**src/nqlv_pkg.sv**
```systemverilog
// ============================================================================
// nqlv_pkg
// Shared types and constants for the N-Quads line validator.
// ============================================================================
package nqlv_pkg;

   // Width of the saturating line counters
   localparam int COUNT_WIDTH = 32;

   // Width of the total fields carried in a result beat
   localparam int TOTAL_WIDTH = 32;

   typedef logic [COUNT_WIDTH-1:0] count_type;
   typedef logic [TOTAL_WIDTH-1:0] total_type;

   // Byte codes the scanner looks for
   localparam logic [7:0] CH_LF     = 8'h0A;
   localparam logic [7:0] CH_TAB    = 8'h09;
   localparam logic [7:0] CH_CR     = 8'h0D;
   localparam logic [7:0] CH_SPACE  = 8'h20;
   localparam logic [7:0] CH_LT     = 8'h3C;
   localparam logic [7:0] CH_GT     = 8'h3E;
   localparam logic [7:0] CH_UNDER  = 8'h5F;
   localparam logic [7:0] CH_QUOTE  = 8'h22;
   localparam logic [7:0] CH_BSLASH = 8'h5C;
   localparam logic [7:0] CH_CARET  = 8'h5E;
   localparam logic [7:0] CH_AT     = 8'h40;
   localparam logic [7:0] CH_DOT    = 8'h2E;
   localparam logic [7:0] CH_HASH   = 8'h23;
   localparam logic [7:0] CH_COLON  = 8'h3A;

   // Terms in a statement and marks needed by the fast check
   localparam logic [1:0] TERMS_NEEDED = 2'd3;
   localparam logic [1:0] MARKS_NEEDED = 2'd3;
   localparam logic [1:0] QUOTES_CLOSE = 2'd3;

   // Register map
   localparam logic REG_PARSE_MODE = 1'b0;

   typedef enum logic [1:0] {
      STATUS_SKIPPED  = 2'd0,
      STATUS_ACCEPTED = 2'd1,
      STATUS_REJECTED = 2'd2
   } line_status_type;

   typedef enum logic [3:0] {
      PH_LSTART   = 4'd0,
      PH_COMMENT  = 4'd1,
      PH_GAP      = 4'd2,
      PH_IRI      = 4'd3,
      PH_BLANK    = 4'd4,
      PH_LIT_Q1   = 4'd5,
      PH_LIT_Q2   = 4'd6,
      PH_LIT_BODY = 4'd7,
      PH_LIT_ESC  = 4'd8,
      PH_TRIPLE   = 4'd9,
      PH_SUFFIX   = 4'd10,
      PH_CARET1   = 4'd11,
      PH_CARET2   = 4'd12,
      PH_DONE     = 4'd13
   } phase_type;

   // One beat handed to the scanner
   typedef struct packed {
      logic       advance;
      logic [7:0] data_byte;
      logic       close_line;
   } scan_beat_type;

   // Classification coming back from the scanner
   typedef struct packed {
      logic            fire;
      line_status_type status;
   } scan_result_type;

   // Term scanner fields touched when a term begins
   typedef struct packed {
      phase_type       phase;
      logic [1:0]      terms;
      line_status_type outcome;
      logic [1:0]      skip;
   } term_next_type;

endpackage

```
**src/nqlv_scanner.sv**
```systemverilog
// ============================================================================
// nqlv_scanner
// Per-line scan state: full term structure walk and fast mark counting.
// ============================================================================
module nqlv_scanner (
   input  logic                     clock,
   input  logic                     reset,
   input  logic                     parse_mode,
   input  nqlv_pkg::scan_beat_type  beat,
   output nqlv_pkg::scan_result_type result
);

   nqlv_pkg::phase_type       phase_ff, phase_in;
   logic [1:0]                terms_ff, terms_in;
   logic [1:0]                quote_ff, quote_in;
   logic [1:0]                skip_ff, skip_in;
   logic                      pending_ff, pending_in;
   nqlv_pkg::line_status_type outcome_ff, outcome_in;
   logic [1:0]                marks_ff, marks_in;
   logic                      dot_ff, dot_in;
   logic                      under_ff, under_in;

   logic [7:0]    c;
   logic          is_lf;
   logic          ordinary;
   logic          fire;
   logic          is_gap;
   logic          mark;

   function automatic logic gap_space(input logic [7:0] b);
      return (b == nqlv_pkg::CH_SPACE) || (b == nqlv_pkg::CH_TAB) ||
             (b == nqlv_pkg::CH_CR);
   endfunction

   function automatic nqlv_pkg::term_next_type begin_term(
      input logic [7:0]                b,
      input logic [1:0]                terms,
      input nqlv_pkg::line_status_type outcome,
      input logic [1:0]                skip
   );
      nqlv_pkg::term_next_type r;
      logic [1:0]              t;
      logic                    starts;
      r.phase   = nqlv_pkg::PH_DONE;
      r.terms   = terms;
      r.outcome = outcome;
      r.skip    = skip;
      t         = terms + 2'd1;
      starts    = 1'b1;
      if (b == nqlv_pkg::CH_LT) begin
         r.phase = nqlv_pkg::PH_IRI;
      end else if (b == nqlv_pkg::CH_UNDER) begin
         r.phase = nqlv_pkg::PH_BLANK;
         r.skip  = 2'd1;
      end else if (b == nqlv_pkg::CH_QUOTE) begin
         r.phase = nqlv_pkg::PH_LIT_Q1;
      end else begin
         starts    = 1'b0;
         r.outcome = nqlv_pkg::STATUS_REJECTED;
      end
      if (starts) begin
         r.terms = t;
         if (t == nqlv_pkg::TERMS_NEEDED) begin
            r.phase   = nqlv_pkg::PH_DONE;
            r.outcome = nqlv_pkg::STATUS_ACCEPTED;
         end
      end
      return r;
   endfunction

   assign c        = beat.data_byte;
   assign is_lf    = (c == nqlv_pkg::CH_LF);
   assign is_gap   = gap_space(c);
   assign ordinary = beat.advance && !beat.close_line && !is_lf;
   assign fire     = beat.advance && (beat.close_line ? pending_ff : is_lf);

   // Next state of the term walk and the fast counters
   always_comb begin
      nqlv_pkg::term_next_type tn;
      tn         = begin_term(c, terms_ff, outcome_ff, skip_ff);
      phase_in   = phase_ff;
      terms_in   = terms_ff;
      quote_in   = quote_ff;
      skip_in    = skip_ff;
      outcome_in = outcome_ff;
      pending_in = pending_ff;
      marks_in   = marks_ff;
      dot_in     = dot_ff;
      under_in   = under_ff;
      mark       = (c == nqlv_pkg::CH_LT) || (under_ff && c == nqlv_pkg::CH_COLON);

      if (fire) begin
         // clear the line
         phase_in   = nqlv_pkg::PH_LSTART;
         terms_in   = 2'd0;
         quote_in   = 2'd0;
         skip_in    = 2'd0;
         outcome_in = nqlv_pkg::STATUS_SKIPPED;
         pending_in = 1'b0;
         marks_in   = 2'd0;
         dot_in     = 1'b0;
         under_in   = 1'b0;
      end else if (ordinary) begin
         pending_in = 1'b1;
         if (mark && marks_ff != nqlv_pkg::MARKS_NEEDED) marks_in = marks_ff + 2'd1;
         under_in = (c == nqlv_pkg::CH_UNDER);
         if (c == nqlv_pkg::CH_DOT) dot_in = 1'b1;

         case (phase_ff)
            nqlv_pkg::PH_LSTART: begin
               if (is_gap) begin
                  phase_in = nqlv_pkg::PH_LSTART;
               end else if (c == nqlv_pkg::CH_HASH) begin
                  phase_in = nqlv_pkg::PH_COMMENT;
               end else begin
                  phase_in   = tn.phase;
                  terms_in   = tn.terms;
                  outcome_in = tn.outcome;
                  skip_in    = tn.skip;
               end
            end
            nqlv_pkg::PH_GAP: begin
               if (!is_gap) begin
                  phase_in   = tn.phase;
                  terms_in   = tn.terms;
                  outcome_in = tn.outcome;
                  skip_in    = tn.skip;
               end
            end
            nqlv_pkg::PH_IRI: begin
               if (c == nqlv_pkg::CH_GT) phase_in = nqlv_pkg::PH_GAP;
            end
            nqlv_pkg::PH_BLANK: begin
               if (skip_ff != 2'd0) begin
                  skip_in = skip_ff - 2'd1;
               end else if (c == nqlv_pkg::CH_SPACE || c == nqlv_pkg::CH_TAB) begin
                  phase_in = nqlv_pkg::PH_GAP;
               end else if (c == nqlv_pkg::CH_DOT) begin
                  phase_in   = tn.phase;
                  terms_in   = tn.terms;
                  outcome_in = tn.outcome;
                  skip_in    = tn.skip;
               end
            end
            nqlv_pkg::PH_LIT_Q1: begin
               if (c == nqlv_pkg::CH_QUOTE) begin
                  phase_in = nqlv_pkg::PH_LIT_Q2;
               end else if (c == nqlv_pkg::CH_BSLASH) begin
                  phase_in = nqlv_pkg::PH_LIT_ESC;
               end else begin
                  phase_in = nqlv_pkg::PH_LIT_BODY;
               end
            end
            nqlv_pkg::PH_LIT_Q2, nqlv_pkg::PH_SUFFIX: begin
               if (phase_ff == nqlv_pkg::PH_LIT_Q2 && c == nqlv_pkg::CH_QUOTE) begin
                  phase_in = nqlv_pkg::PH_TRIPLE;
                  quote_in = 2'd0;
               end else if (is_gap) begin
                  phase_in = nqlv_pkg::PH_SUFFIX;
               end else if (c == nqlv_pkg::CH_CARET) begin
                  phase_in = nqlv_pkg::PH_CARET1;
               end else if (c == nqlv_pkg::CH_AT) begin
                  phase_in = nqlv_pkg::PH_BLANK;
                  skip_in  = 2'd0;
               end else begin
                  phase_in   = tn.phase;
                  terms_in   = tn.terms;
                  outcome_in = tn.outcome;
                  skip_in    = tn.skip;
               end
            end
            nqlv_pkg::PH_TRIPLE: begin
               if (c == nqlv_pkg::CH_QUOTE) begin
                  if (quote_ff + 2'd1 == nqlv_pkg::QUOTES_CLOSE) begin
                     quote_in = 2'd0;
                     phase_in = nqlv_pkg::PH_GAP;
                  end else begin
                     quote_in = quote_ff + 2'd1;
                  end
               end else begin
                  quote_in = 2'd0;
               end
            end
            nqlv_pkg::PH_LIT_BODY: begin
               if (c == nqlv_pkg::CH_BSLASH) begin
                  phase_in = nqlv_pkg::PH_LIT_ESC;
               end else if (c == nqlv_pkg::CH_QUOTE) begin
                  phase_in = nqlv_pkg::PH_SUFFIX;
               end
            end
            nqlv_pkg::PH_LIT_ESC: begin
               phase_in = nqlv_pkg::PH_LIT_BODY;
            end
            nqlv_pkg::PH_CARET1: begin
               // a lone caret is not a term start: reject
               if (c == nqlv_pkg::CH_CARET) begin
                  phase_in = nqlv_pkg::PH_CARET2;
               end else begin
                  phase_in   = nqlv_pkg::PH_DONE;
                  outcome_in = nqlv_pkg::STATUS_REJECTED;
               end
            end
            nqlv_pkg::PH_CARET2: begin
               if (c == nqlv_pkg::CH_LT) begin
                  phase_in = nqlv_pkg::PH_IRI;
               end else if (is_gap) begin
                  phase_in = nqlv_pkg::PH_GAP;
               end else begin
                  phase_in   = tn.phase;
                  terms_in   = tn.terms;
                  outcome_in = tn.outcome;
                  skip_in    = tn.skip;
               end
            end
            default: begin
               phase_in = phase_ff;
            end
         endcase
      end
   end

   // Classification of the finished line
   always_comb begin
      result.fire = fire;
      if (phase_ff == nqlv_pkg::PH_LSTART || phase_ff == nqlv_pkg::PH_COMMENT) begin
         result.status = nqlv_pkg::STATUS_SKIPPED;
      end else if (parse_mode) begin
         result.status = (phase_ff == nqlv_pkg::PH_DONE) ? outcome_ff
                                                          : nqlv_pkg::STATUS_REJECTED;
      end else if (marks_ff == nqlv_pkg::MARKS_NEEDED && dot_ff) begin
         result.status = nqlv_pkg::STATUS_ACCEPTED;
      end else begin
         result.status = nqlv_pkg::STATUS_REJECTED;
      end
   end

   always_ff @(posedge clock) begin
      if (reset) begin
         phase_ff   <= nqlv_pkg::PH_LSTART;
         terms_ff   <= 2'd0;
         quote_ff   <= 2'd0;
         skip_ff    <= 2'd0;
         pending_ff <= 1'b0;
         outcome_ff <= nqlv_pkg::STATUS_SKIPPED;
         marks_ff   <= 2'd0;
         dot_ff     <= 1'b0;
         under_ff   <= 1'b0;
      end else begin
         phase_ff   <= phase_in;
         terms_ff   <= terms_in;
         quote_ff   <= quote_in;
         skip_ff    <= skip_in;
         pending_ff <= pending_in;
         outcome_ff <= outcome_in;
         marks_ff   <= marks_in;
         dot_ff     <= dot_in;
         under_ff   <= under_in;
      end
   end

endmodule

```
**src/nquads_line_validator_top.sv**
```systemverilog
// ============================================================================
// nquads_line_validator_top
// Byte-stream N-Quads line classifier with running accept/reject totals.
// ============================================================================
//
//  channel   dir  handshake                 payload
//  -------   ---  ------------------------  ----------------------------------
//  req_      in   req_tvalid / req_tready   tdata: data_byte; tuser: close_line
//  rsp_      out  rsp_tvalid / rsp_tready   tdata: status, accepted, rejected
//  csr_      in   APB psel/penable/pready   reg 0 parse_mode at byte address 0
//
//  One byte per clock while the result slot is free. A beat lands in the input
//  register, walks the scanner's next-state decode and, if it ends a line,
//  loads the result register as the scanner state updates. The scanner
//  update sets the rate.
//  Reset (synchronous, active high) clears the line state, both totals and
//  parse_mode. A stalled result holds the input register; one input beat
//  still enters while the result waits.
//
module nquads_line_validator_top (
   input  logic        clock,
   input  logic        reset,

   input  logic        req_tvalid,
   output logic        req_tready,
   input  logic [7:0]  req_tdata,    // [7:0] data_byte
   input  logic [0:0]  req_tuser,    // [0] close_line

   output logic        rsp_tvalid,
   input  logic        rsp_tready,
   output logic [71:0] rsp_tdata,    // [1:0] line_status, [33:2] accepted_total,
                                     // [65:34] rejected_total, [71:66] zero

   input  logic        csr_psel,
   input  logic        csr_penable,
   input  logic        csr_pwrite,
   input  logic [2:0]  csr_paddr,
   input  logic [31:0] csr_pwdata,
   output logic [31:0] csr_prdata,
   output logic        csr_pready
);

   // Clamp a counter to the width of the total field
   function automatic nqlv_pkg::total_type clamp_total(input nqlv_pkg::count_type v);
      nqlv_pkg::count_type lim;
      lim = nqlv_pkg::count_type'({nqlv_pkg::TOTAL_WIDTH{1'b1}});
      if (nqlv_pkg::COUNT_WIDTH > nqlv_pkg::TOTAL_WIDTH && v > lim) begin
         return '1;
      end
      return nqlv_pkg::total_type'(v);
   endfunction

   // ---- configuration -------------------------------------------------------
   logic mode_ff, mode_in;
   logic csr_write;

   assign csr_pready = 1'b1;
   assign csr_write  = csr_psel && csr_penable && csr_pwrite &&
                       (csr_paddr[2] == nqlv_pkg::REG_PARSE_MODE);
   assign mode_in    = csr_write ? csr_pwdata[0] : mode_ff;
   // only register 0 exists; addresses with paddr[2] clear read it, the rest read zero
   assign csr_prdata = (csr_paddr[2] == nqlv_pkg::REG_PARSE_MODE) ? {31'd0, mode_ff} : 32'd0;

   // ---- input register ------------------------------------------------------
   logic       s1_valid_ff, s1_valid_in;
   logic [7:0] s1_byte_ff,  s1_byte_in;
   logic       s1_close_ff, s1_close_in;
   logic       out_free;
   logic       s1_advance;
   logic       req_take;

   // the result slot is free when empty or being drained this cycle
   assign out_free   = !rsp_tvalid || rsp_tready;
   assign s1_advance = s1_valid_ff && out_free;
   assign req_tready = !s1_valid_ff || out_free;
   assign req_take   = req_tvalid && req_tready;

   always_comb begin
      s1_valid_in = s1_valid_ff;
      s1_byte_in  = s1_byte_ff;
      s1_close_in = s1_close_ff;
      if (req_take) begin
         s1_valid_in = 1'b1;
         s1_byte_in  = req_tdata;
         s1_close_in = req_tuser[0];
      end else if (s1_advance) begin
         s1_valid_in = 1'b0;
      end
   end

   // ---- line scanner --------------------------------------------------------
   nqlv_pkg::scan_beat_type   beat;
   nqlv_pkg::scan_result_type scan;

   assign beat.advance    = s1_advance;
   assign beat.data_byte  = s1_byte_ff;
   assign beat.close_line = s1_close_ff;

   nqlv_scanner u_scanner (
      .clock      (clock),
      .reset      (reset),
      .parse_mode (mode_ff),
      .beat       (beat),
      .result     (scan)
   );

   // ---- totals and result register ------------------------------------------
   nqlv_pkg::count_type       acc_ff, acc_in;
   nqlv_pkg::count_type       rej_ff, rej_in;
   logic                      rsp_valid_ff, rsp_valid_in;
   nqlv_pkg::line_status_type rsp_status_ff, rsp_status_in;
   nqlv_pkg::total_type       rsp_acc_ff, rsp_acc_in;
   nqlv_pkg::total_type       rsp_rej_ff, rsp_rej_in;

   always_comb begin
      acc_in        = acc_ff;
      rej_in        = rej_ff;
      rsp_status_in = rsp_status_ff;
      rsp_acc_in    = rsp_acc_ff;
      rsp_rej_in    = rsp_rej_ff;
      rsp_valid_in  = rsp_valid_ff && !rsp_tready;
      if (scan.fire) begin
         // bump the matching total, holding at all ones
         if (scan.status == nqlv_pkg::STATUS_ACCEPTED && acc_ff != '1) acc_in = acc_ff + 1'b1;
         if (scan.status == nqlv_pkg::STATUS_REJECTED && rej_ff != '1) rej_in = rej_ff + 1'b1;
         rsp_valid_in  = 1'b1;
         rsp_status_in = scan.status;
         rsp_acc_in    = clamp_total(acc_in);
         rsp_rej_in    = clamp_total(rej_in);
      end
   end

   assign rsp_tvalid = rsp_valid_ff;
   assign rsp_tdata  = {6'd0, rsp_rej_ff, rsp_acc_ff, rsp_status_ff};

   always_ff @(posedge clock) begin
      if (reset) begin
         mode_ff      <= 1'b0;
         s1_valid_ff  <= 1'b0;
         rsp_valid_ff <= 1'b0;
         acc_ff       <= '0;
         rej_ff       <= '0;
      end else begin
         mode_ff      <= mode_in;
         s1_valid_ff  <= s1_valid_in;
         rsp_valid_ff <= rsp_valid_in;
         acc_ff       <= acc_in;
         rej_ff       <= rej_in;
      end
   end

   // payload holds, no reset needed
   always_ff @(posedge clock) begin
      s1_byte_ff    <= s1_byte_in;
      s1_close_ff   <= s1_close_in;
      rsp_status_ff <= rsp_status_in;
      rsp_acc_ff    <= rsp_acc_in;
      rsp_rej_ff    <= rsp_rej_in;
   end

   // ---- assertions ----------------------------------------------------------
   // a line is classified only when the result slot can take it
   a_fire_slot_free: assert property (@(posedge clock) disable iff (reset)
      scan.fire |-> out_free)
      else $error("line classified while result slot is stalled");

   // a shown result never carries the unused status code
   a_status_legal: assert property (@(posedge clock) disable iff (reset)
      rsp_valid_ff |-> (rsp_status_ff == nqlv_pkg::STATUS_SKIPPED ||
                        rsp_status_ff == nqlv_pkg::STATUS_ACCEPTED ||
                        rsp_status_ff == nqlv_pkg::STATUS_REJECTED))
      else $error("illegal line status on result");

   // the accepted total moves only with an accepted line
   a_acc_moves: assert property (@(posedge clock) disable iff (reset)
      (!$past(reset) && acc_ff != $past(acc_ff)) |->
         ($past(scan.fire) && $past(scan.status) == nqlv_pkg::STATUS_ACCEPTED))
      else $error("accepted total changed without an accepted line");

   // the rejected total moves only with a rejected line
   a_rej_moves: assert property (@(posedge clock) disable iff (reset)
      (!$past(reset) && rej_ff != $past(rej_ff)) |->
         ($past(scan.fire) && $past(scan.status) == nqlv_pkg::STATUS_REJECTED))
      else $error("rejected total changed without a rejected line");

endmodule
```
**config.mk**
```make
export PLATFORM = sky130hd
export DESIGN_NAME = nquads_line_validator_top
export DESIGN_NICKNAME = d
export VERILOG_FILES = /design/src/nqlv_pkg.sv /design/src/nqlv_scanner.sv /design/src/nquads_line_validator_top.sv
export SDC_FILE = /design/constraint.sdc
export NUM_CORES = 1
export LEC_CHECK = 0
export BUFFER_PORTS_ARGS = -buffer_cell sky130_fd_sc_hd__buf_2
export CORE_ASPECT_RATIO = 1.4
export CORE_MARGIN = 2
export CORE_UTILIZATION = 51
export CTS_BUF_LIST = sky130_fd_sc_hd__clkbuf_16
export DETAILED_ROUTE_END_ITERATION = 10
export PLACE_DENSITY = 0.76
export SLEW_MARGIN = 40
export SYNTH_ARGS = -nofsm -noshare
export SYNTH_HDL_FRONTEND = slang
export SYNTH_SLANG_ARGS = --single-unit
export TNS_END_PERCENT = 1
```
**constraint.sdc**
```tcl
create_clock -name clock -period 2.7 [get_ports clock]
set_input_delay 0.405 -clock clock [delete_from_list [all_inputs] [get_ports clock]]
set_output_delay 0.405 -clock clock [all_outputs]
set_load 0.01 [all_outputs]
```
==> summary.md <==
| Metric | Value |
|---|---|
| Clock latency at the later pin of the worst-skew pair | `0.43 ns` |
| Worst Reg-to-Reg Cells | `7` |
| Drt first pass iters | `7` |
| Synth unique cells | `70` |
| CTS Sinks | `159` |
| Worst-path clk slew | `0.06 ns` |
| RSZ-0062 raised after global routing | `false` |
| Drt via density | `5.695` |
| Leak pwr | `3.821 nW` |
| Area growth, synth to finish | `15.16%` |
| Setup TNS | `0 ns` |
| Switching power | `1.231 mW` |
| Top-Level Pins | `158` |
| CP arrival | `2.89 ns` |
| Critical Path Source Type | `flop` |
| Total of max-cap violations | `0` |
| PwrDens | `516.2 nW/um^2` |
| Synth Warn # | `0` |
| Min Tclk post-route | `2.531 ns` |
| Routed WL per cell | `15.74 um` |
| N_diodes | `0` |
| Vias in the first global route | `6624` |
| GRT Residual Overflow | `0` |
| CP Capture Point | `rej_ff[22]` |
| Fmax | `395.1 MHz` |
| Tot Pwr | `5.131 mW` |
| Post-synthesis cell count | `929` |
| Rel. slew slack | `50.62%` |
| Cts hold-fix bufs | `0` |
| Cell Rows | `56` |
| I/O Buffers | `86` |
| Post-DP HPWL | `14.23 mm` |
| Final setup violation count | `0` |
| Sequential area share after synthesis | `45.57%` |
| Htree depth | `4` |
| Placed Cells incl. Taps | `1217` |
| CTS tree | `done` |
| Tcrit/Tclk final | `93.74%` |
| Worst-Margin Slew | `0.7388 ns` |
| Comb power frac | `6.4%` |
| Post-Syn Area | `8632 um^2` |
| CP endpoint kind | `flop` |
| Wirelength, routed | `19.66 mm` |
| Vias | `7113` |
| Ys flop type | `dfxtp_1` |
| Die Ht | `157.9 um` |
| Launch point of the worst path | `rej_ff[1]` |
| Post-synth ARST share | `0%` |
| CP Class | `flop to flop` |
| Buffer count from post-CTS setup fixing | `0` |
| Filler cells | `1441` |
| Clk buf depth | `2` |
| Register share of total power | `50.0%` |
| Crit path max fanout | `9` |
| GRT Total Usage | `22.21%` |
| Die Width | `114.0 um` |
| First-pass GRT wire length | `31.80 mm` |
| #FFs+latches synth | `159` |
| Initial detailed-routing violation count | `440` |
| Clock power frac | `43.6%` |
| Mean area per synthesized cell | `9.292 um^2` |
| Skew final | `0.009285 ns` |
| Initial antenna violation count | `0` |
| VDD IR max | `318.3 uV` |
| Die Footprint | `18000 um^2` |
| Commonest non-fill, non-tap cell in the layout | `nor2_1` |
| Status | `completed` |
| Detail Route Antenna Nets | `0` |
| Commonest cells after routing, fill and taps aside | `nor2_1 (115), buf_2 (86), dfxtp_1 (82)` |
| RR Endpoint | `rej_ff[22]` |
| CTS root buf | `clkbuf_16` |
| Largest net degree at the start of global routing | `58` |
| Layout cell share with drive strength beyond 1 | `18.26%` |
| HP Class | `primary input to flop` |
| Slew Limit Fails | `0` |
| GP Congestion | `0.9713` |
| Clock buffers created by TritonCTS | `17` |
| R2R Setup Slk | `0.17 ns` |
| Residual DRC | `0` |
| Internal power | `3.900 mW` |
| EDFF count, synth | `75` |
| Sw Share | `24.00%` |
| Worst R2R Start | `rej_ff[1]` |
| Hold Fails Final Rpt | `0` |
| Area of the core | `16680 um^2` |
| # resized after CTS | `0` |
| Initial core utilization | `51.76%` |
| Final cell count without fillers | `1249` |
| Final #Nets | `1088` |
| Critical Path RT | `3.05 ns` |
[sequential cells by signal (all words and copies together) (netlist names), 2 cells and up]
name / cells
rsp_status_ff: 2
rej_ff: 32
rsp_acc_ff: 32
u_scanner.outcome_ff: 2
u_scanner.marks_ff: 2
u_scanner.quote_ff: 2
s1_byte_ff: 8
rsp_rej_ff: 32
u_scanner.phase_ff: 4
u_scanner.skip_ff: 2
u_scanner.terms_ff: 2
acc_ff: 32
[worst max-delay path, stage by stage (launching register included)]
cell,delay [ns]
dfxtp_1,0.41
ha_1,0.23
nand3_1,0.13
nor4_1,0.35
nand4_1,0.28
or2_1,0.40
or4_1,0.50
a21oi_1,0.17
[power groups by stage]
stage               combinational (mW)  sequential [mW]  clock (mW)
floorplan                        0.279             2.60           0
global placement                 0.319             2.62           0
detailed placement               0.320             2.62           0
CTS                              0.322             2.56        2.27
global route                     0.362             2.57        2.38
finish                           0.328             2.57        2.24
[kinds of logic (layout without fill, tap and decap cells)]
kind of cell | Yosys count | in the layout | synth area share [%]
mux | 11 | 11 | 1.334
flops | 159 | 159 | 45.57
compound gates | 106 | 106 | 8.378
fa+ha+maj | 4 | 4 | 0.5798
xor+xnor | 112 | 112 | 11.36
simple gates | 430 | 430 | 26.32
buf+inv | 105 | 186 | 6.363
other cells | 2 | 38 | 0.08700
[how the worst min path moves through the flow]
stage,slack [ns],to,start,depth (start not counted)
3_3_place_gp,0.44,u_scanner.terms_ff[0],u_scanner.terms_ff[0],2
6_report,0.15,s1_close_ff,req_tuser,1
2_1_floorplan,0.43,u_scanner.pending_ff,u_scanner.pending_ff,2
3_5_place_dp,0.46,u_scanner.dot_ff,u_scanner.dot_ff,2
5_1_grt,0.14,s1_byte_ff[3],req_tdata[3],1
4_1_cts,0.14,s1_byte_ff[0],req_tdata[0],1
[area by class of cell]
class                   count  area (um^2)  area share, %
clock buffers              17        425.4          4.279
clock inverters            15        122.6          1.233
multi-input cells         701         4308          43.34
repair buffers            138        833.3          8.383
well taps                 203        254.0          2.555
inverters                  16        61.31         0.6167
flip-flops and latches    159         3936          39.60
[layer usage]
metal	vias to the layer above	wire length [um]	track usage [%]
li1	3485	-	-
met1	3327	8064	26.31
met2	256	9965	38.97
met3	45	1026	4.364
met4	0	604	9.640
met5	-	0	0
[synthesized netlist by cell type, drive strengths merged, types with 3 or more instances]
library cell	n	area, um^2
mux2i	7	70.07
a21o	3	22.52
nor3	27	140.1
edfxtp	75	2252
inv	16	60.06
and4	8	70.07
xnor2	69	604.3
buf	49	339.1
o21ai	13	65.06
and2	14	87.58
ha	4	50.05
xor2	43	376.6
nor4b	9	78.83
mux2	4	45.04
or4b	3	30.03
or4	10	75.07
nor2	115	431.7
and3	14	87.58
nand2	70	262.8
nor2b	9	56.30
nand3b	5	37.54
a211oi	8	60.06
o31ai	13	97.59
or2	9	56.31
o211ai	7	52.55
nand2b	7	43.79
nand3	37	185.2
nand4b	5	43.79
a31oi	3	18.77
nor4	37	244.0
dfxtp	84	1682
or3	9	56.30
a21oi	30	150.1
nand4	36	225.2
clkbuf	40	150.1
[metrics by stage]
step / hold WS [ns] / cell area [um^2] / utilization [%] / setup slack [ns]
final: 0.1541 / 9941 / 59.61 / 0.1689
after global routing: 0.1370 / 9941 / 59.61 / 0.02202
after CTS: 0.1407 / 9922 / 59.50 / 0.1155
after detailed placement: 0.4623 / 9374 / 56.21 / 0.1454
after global placement: 0.4443 / 9373 / 56.21 / 0.1630
after floorplan: 0.4317 / 8770 / - / 0.1231
No activity file was read; power rests on OpenSTA's default activity.
